File: src/design/tsmf_pkg.sv
package tsmf_pkg;

    localparam int MAX_OPTIONS_DEF = 6;

    localparam int POS_W  = 9;
    localparam int NEXT_W = 10;
    localparam int LIM_W  = 6;

    localparam logic [POS_W-1:0] POS_MAX = '1;

    localparam logic [7:0] KIND_EOL = 8'd0;
    localparam logic [7:0] KIND_NOP = 8'd1;
    localparam logic [7:0] KIND_MSS = 8'd2;

    localparam logic [LIM_W-1:0] FIXED_HDR_BYTES = 6'd20;
    localparam logic [3:0]       MIN_HDR_WORDS   = 4'd5;

    typedef enum logic [2:0] {
        PH_KIND     = 3'd0,
        PH_LEN      = 3'd1,
        PH_MSS_SKIP = 3'd2,
        PH_MSS_HI   = 3'd3,
        PH_MSS_LO   = 3'd4
    } phase_t;

    localparam logic [2:0] RSN_NOT_SYN   = 3'd0;
    localparam logic [2:0] RSN_EOL       = 3'd1;
    localparam logic [2:0] RSN_MSS       = 3'd2;
    localparam logic [2:0] RSN_BAD_LEN   = 3'd3;
    localparam logic [2:0] RSN_OPT_LIMIT = 3'd4;
    localparam logic [2:0] RSN_STREAM    = 3'd5;

    localparam logic VERDICT_PASS = 1'b0;
    localparam logic VERDICT_DROP = 1'b1;

    typedef struct packed {
        logic       verdict;
        logic [2:0] reason;
    } res_t;

endpackage

File: src/design/tcp_syn_mss_option_filter_top.sv
// TCP SYN MSS option filter.
// Input channel: one option-area byte per item (the bytes after the fixed
// 20-byte TCP header), with first_byte/last_byte framing. On the first byte
// is_tcp, syn_flag and header_words describe the packet.
// Output channel: at most one item per packet, verdict (0 pass, 1 drop) and
// reason, issued for the byte that settles the packet.
// Configuration: wr_en/wr_data load the minimum accepted MSS value; write it
// only while no packet is in flight.
// The result for a deciding byte is registered at the edge at which that byte
// is accepted: into the result register, or the skid register under out_stall.
// Throughput: one byte per cycle while in_stall is low; all per-byte parsing is
// one pass of logic from the input ports into the result register.
// When out_stall is high the pending result holds and a skid register takes
// one more result; in_stall rises only once that skid register is full.
// Reset clears the parser to wait for a first byte, empties the output
// stages and sets the minimum MSS to zero.
module tcp_syn_mss_option_filter_top #(
    parameter int MAX_OPTIONS = tsmf_pkg::MAX_OPTIONS_DEF
) (
    input  logic       clk,
    input  logic       rst_n,
    input  logic       wr_en,
    input  logic [15:0] wr_data,
    input  logic       in_valid,
    output logic       in_stall,
    input  logic [7:0] opt_byte,
    input  logic       first_byte,
    input  logic       last_byte,
    input  logic       is_tcp,
    input  logic       syn_flag,
    input  logic [3:0] header_words,
    output logic       out_valid,
    input  logic       out_stall,
    output logic       verdict,
    output logic [2:0] reason
);
    import tsmf_pkg::*;

    localparam int ITER_W = (MAX_OPTIONS < 1) ? 1 : $clog2(MAX_OPTIONS + 1);
    localparam logic [ITER_W-1:0] ITER_MAX = ITER_W'(MAX_OPTIONS);

    logic [15:0]       mss_min_reg;

    logic [POS_W-1:0]  pos_reg, pos_next;
    logic [NEXT_W-1:0] nxt_reg, nxt_next;
    logic [LIM_W-1:0]  lim_reg, lim_next;
    logic [ITER_W-1:0] iter_reg, iter_next;
    phase_t            phase_reg, phase_next;
    logic [7:0]        mss_hi_reg, mss_hi_next;
    logic              decided_reg, decided_next;

    logic [POS_W-1:0]  cur_pos;
    logic [NEXT_W-1:0] cur_nxt;
    logic [LIM_W-1:0]  cur_lim;
    logic [ITER_W-1:0] cur_iter;
    phase_t            cur_phase;
    logic [7:0]        cur_mss_hi;

    logic [NEXT_W-1:0] len_sum;
    logic [ITER_W-1:0] iter_inc;
    logic [ITER_W-1:0] iter_inc2;

    logic              in_fire;
    logic              hit;
    res_t              hit_res;

    logic              out_valid_reg;
    res_t              out_reg;
    logic              skid_valid_reg;
    res_t              skid_reg;

    assign in_stall  = skid_valid_reg;
    assign in_fire   = in_valid && !skid_valid_reg;
    assign out_valid = out_valid_reg;
    assign verdict   = out_reg.verdict;
    assign reason    = out_reg.reason;

    // A first byte restarts the parse, so the byte is worked on fresh state.
    always_comb
    begin
        if (first_byte)
        begin
            cur_pos    = '0;
            cur_nxt    = '0;
            cur_iter   = '0;
            cur_phase  = PH_KIND;
            cur_mss_hi = '0;
            cur_lim    = (header_words >= MIN_HDR_WORDS)
                         ? ({header_words, 2'b00} - FIXED_HDR_BYTES) : '0;
        end
        else
        begin
            cur_pos    = pos_reg;
            cur_nxt    = nxt_reg;
            cur_iter   = iter_reg;
            cur_phase  = phase_reg;
            cur_mss_hi = mss_hi_reg;
            cur_lim    = lim_reg;
        end
    end

    assign len_sum   = cur_nxt + NEXT_W'(opt_byte);
    assign iter_inc  = cur_iter + ITER_W'(1);
    assign iter_inc2 = cur_iter + ITER_W'(2);

    always_comb
    begin
        pos_next     = pos_reg;
        nxt_next     = nxt_reg;
        lim_next     = lim_reg;
        iter_next    = iter_reg;
        phase_next   = phase_reg;
        mss_hi_next  = mss_hi_reg;
        decided_next = decided_reg;
        hit          = 1'b0;
        hit_res      = '{verdict: VERDICT_PASS, reason: RSN_NOT_SYN};

        if (in_fire && (first_byte || !decided_reg))
        begin
            pos_next    = cur_pos;
            nxt_next    = cur_nxt;
            lim_next    = cur_lim;
            iter_next   = cur_iter;
            phase_next  = cur_phase;
            mss_hi_next = cur_mss_hi;

            if (first_byte && !(is_tcp && syn_flag))
            begin
                hit = 1'b1;
            end
            else
            begin
                if (cur_pos != POS_MAX)
                    pos_next = cur_pos + POS_W'(1);

                unique case (cur_phase)
                    PH_KIND:
                    begin
                        if (NEXT_W'(cur_pos) == cur_nxt)
                        begin
                            priority if (opt_byte == KIND_NOP)
                            begin
                                nxt_next  = NEXT_W'(cur_pos) + NEXT_W'(1);
                                iter_next = iter_inc;
                                if (iter_inc >= ITER_MAX)
                                begin
                                    hit     = 1'b1;
                                    hit_res = '{VERDICT_PASS, RSN_OPT_LIMIT};
                                end
                            end
                            else if (opt_byte == KIND_EOL)
                            begin
                                hit     = 1'b1;
                                hit_res = '{VERDICT_PASS, RSN_EOL};
                            end
                            else if (opt_byte == KIND_MSS)
                                phase_next = PH_MSS_SKIP;
                            else
                                phase_next = PH_LEN;
                        end
                    end
                    PH_LEN:
                    begin
                        iter_next  = iter_inc;
                        phase_next = PH_KIND;
                        hit        = 1'b1;
                        if (opt_byte == 8'd0)
                        begin
                            // The same option would repeat until iterations run out.
                            if (cur_nxt > NEXT_W'(cur_lim))
                                hit_res = '{VERDICT_DROP, RSN_BAD_LEN};
                            else
                                hit_res = '{VERDICT_PASS, RSN_OPT_LIMIT};
                        end
                        else
                        begin
                            nxt_next = len_sum;
                            priority if (len_sum > NEXT_W'(cur_lim))
                                hit_res = '{VERDICT_DROP, RSN_BAD_LEN};
                            else if (iter_inc >= ITER_MAX)
                                hit_res = '{VERDICT_PASS, RSN_OPT_LIMIT};
                            else if (opt_byte == 8'd1)
                            begin
                                // A length of one makes the length byte the next kind,
                                // which reads as a NOP.
                                nxt_next  = len_sum + NEXT_W'(1);
                                iter_next = iter_inc2;
                                hit       = (iter_inc2 >= ITER_MAX);
                                hit_res   = '{VERDICT_PASS, RSN_OPT_LIMIT};
                            end
                            else
                                hit = 1'b0;
                        end
                    end
                    PH_MSS_SKIP:
                        phase_next = PH_MSS_HI;
                    PH_MSS_HI:
                    begin
                        mss_hi_next = opt_byte;
                        phase_next  = PH_MSS_LO;
                    end
                    PH_MSS_LO:
                    begin
                        hit        = 1'b1;
                        hit_res    = '{({cur_mss_hi, opt_byte} < mss_min_reg), RSN_MSS};
                        phase_next = PH_KIND;
                    end
                    default:
                        phase_next = PH_KIND;
                endcase

                if (!hit && last_byte)
                begin
                    hit     = 1'b1;
                    hit_res = '{VERDICT_PASS, RSN_STREAM};
                end
            end

            decided_next = hit;
        end
    end

    always_ff @(posedge clk or negedge rst_n)
    begin
        if (!rst_n)
        begin
            mss_min_reg    <= '0;
            pos_reg        <= '0;
            nxt_reg        <= '0;
            lim_reg        <= '0;
            iter_reg       <= '0;
            phase_reg      <= PH_KIND;
            mss_hi_reg     <= '0;
            decided_reg    <= 1'b1;
            out_valid_reg  <= 1'b0;
            skid_valid_reg <= 1'b0;
            out_reg        <= '0;
            skid_reg       <= '0;
        end
        else
        begin
            if (wr_en)
                mss_min_reg <= wr_data;

            pos_reg     <= pos_next;
            nxt_reg     <= nxt_next;
            lim_reg     <= lim_next;
            iter_reg    <= iter_next;
            phase_reg   <= phase_next;
            mss_hi_reg  <= mss_hi_next;
            decided_reg <= decided_next;

            if (!out_valid_reg || !out_stall)
            begin
                if (skid_valid_reg)
                begin
                    out_reg        <= skid_reg;
                    out_valid_reg  <= 1'b1;
                    skid_valid_reg <= hit;
                    skid_reg       <= hit_res;
                end
                else
                begin
                    out_reg       <= hit_res;
                    out_valid_reg <= hit;
                end
            end
            else if (hit)
            begin
                skid_reg       <= hit_res;
                skid_valid_reg <= 1'b1;
            end
        end
    end

`ifndef NO_ASSERTIONS
    a_skid_behind_out: assert property (@(posedge clk) disable iff (!rst_n)
        skid_valid_reg |-> out_valid_reg)
        else $error("skid register holds an item while the output is empty");

    a_drop_reason: assert property (@(posedge clk) disable iff (!rst_n)
        (out_valid && verdict) |-> (reason == RSN_MSS || reason == RSN_BAD_LEN))
        else $error("drop issued with a reason that only passes");

    a_iter_bound: assert property (@(posedge clk) disable iff (!rst_n)
        !decided_reg |-> (iter_reg < ITER_MAX))
        else $error("open packet has used up its option iterations");

    a_hit_needs_room: assert property (@(posedge clk) disable iff (!rst_n)
        (hit && skid_valid_reg) |-> (out_valid_reg && !out_stall))
        else $error("result produced with no room in the output stages");
`endif

endmodule
File: config.mk
export PLATFORM = sky130hd
export DESIGN_NAME = tcp_syn_mss_option_filter_top
export DESIGN_NICKNAME = d
export VERILOG_FILES = /design/src/design/tsmf_pkg.sv /design/src/design/tcp_syn_mss_option_filter_top.sv
export SDC_FILE = /design/constraint.sdc
export NUM_CORES = 1
export LEC_CHECK = 0
export BUFFER_PORTS_ARGS = -buffer_cell sky130_fd_sc_hd__buf_2
export CAP_MARGIN = 0
export CORE_AREA = 2 2 107 109
export CTS_CLUSTER_DIAMETER = 50
export DETAILED_ROUTE_END_ITERATION = 12
export DIE_AREA = 0 0 109 111
export GPL_ROUTABILITY_DRIVEN = 0
export GPL_TIMING_DRIVEN = 0
export PLACE_DENSITY_LB_ADDON = 0.1
export SLEW_MARGIN = 20
export SYNTH_ARGS = -nofsm -noshare
export SYNTH_HDL_FRONTEND = slang
export SYNTH_SLANG_ARGS = --single-unit
File: constraint.sdc
create_clock -name clk -period 4.15 [get_ports clk]
set_input_delay 0.415 -clock clk [delete_from_list [all_inputs] [get_ports clk]]
set_output_delay 0.415 -clock clk [all_outputs]
set_load 0.02 [all_outputs]
==> results list <==
* Leakage component of the power: between 0.003 and 0.004 uW
- Part of the cycle the worst path needs: a little over nine tenths
- The register with the most flip-flops in the layout has 16 of them.
- Reg power frac: a little under a third
- Clock latency on the worst-skew pair, taken at its later pin, is between 0.3 and 0.4 ns.
- Std cell rows: 39
- Total number of vias: approximately 5400
- STA puts the critical path data required time at between 4 and 5 ns.
- Category of cells accounting for the largest share of critical-path delay: compound AO/OA/AOI/OAI gates
- Count of port buffers added during placement: 41
- The detail route stage leaves a number of antenna-violating nets equal to 0.
- Post-Route Setup TNS: 0 ns
- List of cells traversed by the critical path: buf_6, nor2b_4, xor2_2, ha_4, a21boi_2, a2111o_1, a21oi_2, xor2_2, ha_4, a21oi_4, a21boi_2, o32ai_2, buf_4, nand3_4, a211oi_4, nand4_1, or4_1, nand3b_1
- Cell-internal power: 1580 uW
* Worst min-delay path category: primary input to flop
- The worst setup path is launched from a flop.
* Run status: finished, final reports clean
* Worst Path Buf+Inv: 2
* Drt drc: 0
- Global-route wire length before repair: approximately 27 mm
- Main combinational cell family by area after synthesis: compound AO/OA/AOI/OAI gates
* Post-Synth XOR/XNOR Area: 3.40%
- Die outline area: between 10000 and 15000 um^2
* Worst hold slack: 0.286 ns
* Distinct cells, synth: 79
* Switching power share of the total: between 30% and 40%
- Die Y-Extent: approximately 110 um
- Fraction of final layout cells with drive strength greater than 1: about 20%
* Total routed wirelength: 16.9 mm
- GRT Total Usage: around 29%
- between 40 and 50 I/O pins were placed.
* Switching component of the power: approximately 940 uW
- Among all stages on the critical path, the largest delay is contributed by sky130_fd_sc_hd__or4_1.
* Proportion of synthesized flip-flops having asynchronous set or reset: between 90% and 100%
- Effective utilization at floorplan: between 40 and 50%
- Before antenna repair, the detailed router went through 5 iterations.
- In this run, synthesis produced a sequential element count of 66.
* Number of diodes added for antenna fixing: 0
* Final number of hold-violating endpoints: 0
* Total overflow reported by the global router: 0
* Placeable core region: ~11000 um^2
* Highest ir drop seen on vdd: roughly 0.00018 V
- In this run the tightest slew margin relative to its limit is between 40 and 50%.
- Number of pins with negative max-slew slack in the final report: 0
- Timing would allow up to roughly 250 MHz.
- For this design, the sink count on the clock tree is 66.
- Kind of end point of the critical path: flop
- Of the post-synthesis cell area, the part taken by muxes is between 1.5 and 2%.
- Chip width: 109 um
- Detailed placement finished with a half-perimeter wire length of between 10 and 15 mm.
- The via count of the first global-routing pass is ~5200.
- The clock passes through at most 2 buffers.
* Initial antenna violation count: 0
- For the worst setup path, the data arrival time is about 4.4 ns.
* Cell at the root of the clock tree: sky130_fd_sc_hd__clkbuf_16
* Transition time at the pin with the least slew margin: between 0.8 and 0.9 ns
- Prior to clock tree synthesis, the placed netlist has a worst setup slack of -1.03 ns.
* Synthesized-area fraction occupied by adder cells: slightly below 10%
- The clock arrives with approximately 0.008 ns of skew.
- Buffers inserted during clock tree synthesis total 9.
* Minimum clock period after layout: slightly above 4 ns
- Dividing the detail-routed wire length by the instance count gives 19.1 um.
* Worst-path clk slew: about 0.060 ns
* Warning count from the yosys run: 0
- Post-synthesis instance total: ~670
- Comb pwr share: a little under two fifths
- After synthesis, flip-flops and latches occupy between 30% and 40% of the total area.
- Synth Area in Compound Gates: around a quarter
* Simple-gate share of the synthesized area: between 20% and 30%
- Setup violations remaining at the end of the flow were counted as 0.
- H-Tree Level Count: 3
* Post-layout net count: 814
- Dividing the detail-routed via count by the number of cells gives ~6.1.
- Power after layout: 2520 uW
* Largest fanout of any net on the critical path: 3
- The area growth from synthesis to layout is 21.1%.
- Largest net degree at the start of global routing: 47
- Top_reg_cell synth: sky130_fd_sc_hd__dfrtp_1
- In this design, the stage delay of the slowest critical-path cell is around 0.55 ns.
* Critical Setup Path Class: flop to flop
- Summing every instance area after synthesis gives around 5400 um^2.
- Mean Syn Cell Area: 8.13 um^2
- Power density of the placed cells: around 390 nW/um^2
- Post-synth EDFFs: 0
- Maximum Capacitance Violations: 0
- In the post-route analysis, the smallest setup slack over all paths is ~0.070 ns.
- Setup repair after global routing missed its margin: yes
- Share of power burned in the clock network: 31.4%
- TritonCTS built the clock tree.
- Total nets after synthesis: ~740
- Fill cells in the final layout number ~1000.
- After the first detailed-routing iteration, the DRC count stood at approximately 500.
path summary, 6_finish.rpt:
check	from	endpoint	slack (ns)	cells after the start
worst max-delay path	nxt_reg[1]	nxt_reg[5]	0.07	18
worst min-delay path	wr_data[11]	mss_min_reg[11]	0.29	3
worst max register to register	nxt_reg[1]	nxt_reg[5]	0.07	18
worst min register to register	decided_reg	decided_reg	0.46	2
max in group asynchronous	rst_n	decided_reg	3.04	3
min in group asynchronous	rst_n	mss_min_reg[4]	0.52	2
cell families (layout without fill, tap and decap cells):
group / Yosys count / count (layout)
simple gates: 241 / 241
fa+ha+maj: 42 / 42
flops: 66 / 66
buf+inv: 77 / 152
xor+xnor: 21 / 21
compound gates: 209 / 209
mux: 10 / 10
what timing repair did:
action | 4_1_cts | 5_1_grt
setup endpoints to repair | 21 | 21
endpoints found under the hold margin | 20 | 0
cloned | 0 | 0
hold buffers | 1 | 0
resized for setup | 16 | 20
pin swaps | 14 | 23
setup buffers | 12 | 6
layout by cell type (no fill, tap or decap), types with 5 or more instances in the layout:
cell type / instances
sky130_fd_sc_hd__nand2_1: 84
sky130_fd_sc_hd__dfrtp_1: 65
sky130_fd_sc_hd__o21ai_0: 58
sky130_fd_sc_hd__nor2_1: 48
sky130_fd_sc_hd__buf_2: 43
sky130_fd_sc_hd__ha_1: 37
sky130_fd_sc_hd__inv_1: 36
sky130_fd_sc_hd__a21oi_1: 33
sky130_fd_sc_hd__clkbuf_1: 25
sky130_fd_sc_hd__nor2b_1: 22
sky130_fd_sc_hd__buf_4: 19
sky130_fd_sc_hd__nand3_1: 16
sky130_fd_sc_hd__nor3_1: 15
sky130_fd_sc_hd__a21o_1: 13
sky130_fd_sc_hd__xor2_1: 13
sky130_fd_sc_hd__a31oi_1: 13
sky130_fd_sc_hd__a22o_1: 12
sky130_fd_sc_hd__clkbuf_16: 9
sky130_fd_sc_hd__o22ai_1: 8
sky130_fd_sc_hd__nand2b_1: 7
sky130_fd_sc_hd__o211ai_1: 7
sky130_fd_sc_hd__nand4_1: 7
sky130_fd_sc_hd__mux2i_1: 7
sky130_fd_sc_hd__buf_6: 6
sky130_fd_sc_hd__nor4_1: 6
sky130_fd_sc_hd__a211oi_1: 6
sky130_fd_sc_hd__a31o_2: 5
through the flow:
stage | cell area (um^2) | cells | util [%]
6_report | 6550 | 884 | 59.1
5_1_grt | 6550 | 884 | 59.1
4_1_cts | 6400 | 879 | 57.8
3_5_place_dp | 5930 | 851 | 53.5
3_3_place_gp | 5890 | 850 | 53.2
2_1_floorplan | 5510 | 666 | -
layer usage:
metal	vias up	global-route usage [%]	wire length [um]
li1	2550	-	-
met1	2575	37.9	7040
met2	232	46.9	8050
met3	52	5.17	1160
met4	0	11.5	676
met5	-	0	0
power by group through the flow:
stage,logic (uW),registers [uW],clock network [uW]
4_1_cts,882,778,801
2_1_floorplan,578,784,0
5_1_grt,1040,785,835
3_3_place_gp,794,785,0
6_report,952,778,793
3_5_place_dp,818,789,0
tightest hold or removal path: stages:
cell                      delay, ns
sky130_fd_sc_hd__buf_2         0.07
sky130_fd_sc_hd__nand2_1       0.04
sky130_fd_sc_hd__o21ai_0       0.06
cells in the mapped netlist (14+ instances only):
cell type	instances	share of area, %
sky130_fd_sc_hd__nand2_1	86	6.0
sky130_fd_sc_hd__dfrtp_1	65	30
sky130_fd_sc_hd__o21ai_0	59	5.5
sky130_fd_sc_hd__nor2_1	48	3.3
sky130_fd_sc_hd__ha_1	41	9.5
sky130_fd_sc_hd__a21oi_1	37	3.4
sky130_fd_sc_hd__inv_1	36	2.5
sky130_fd_sc_hd__clkbuf_1	31	2.2
sky130_fd_sc_hd__nor2b_1	25	2.9
sky130_fd_sc_hd__nand3_1	20	1.8
sky130_fd_sc_hd__nor3_1	15	1.4
sky130_fd_sc_hd__xor2_1	15	2.4
sky130_fd_sc_hd__a31oi_1	14	1.6
final cells by class:
| cell class | instances | area [um^2] | area share [%] |
|---|---|---|---|
| Inverter | 37 | 139 | 2.12 |
| Sequential cell | 66 | 1650 | 25.2 |
| Clock buffer | 9 | 225 | 3.44 |
| Buffer | 38 | 214 | 3.27 |
| Tap cell | 143 | 179 | 2.73 |
| Multi-Input combinational cell | 523 | 3680 | 56.2 |
| Clock inverter | 7 | 77.6 | 1.18 |
| Timing Repair Buffer | 61 | 384 | 5.86 |
Note: power is estimated with default switching activity, not from simulation.
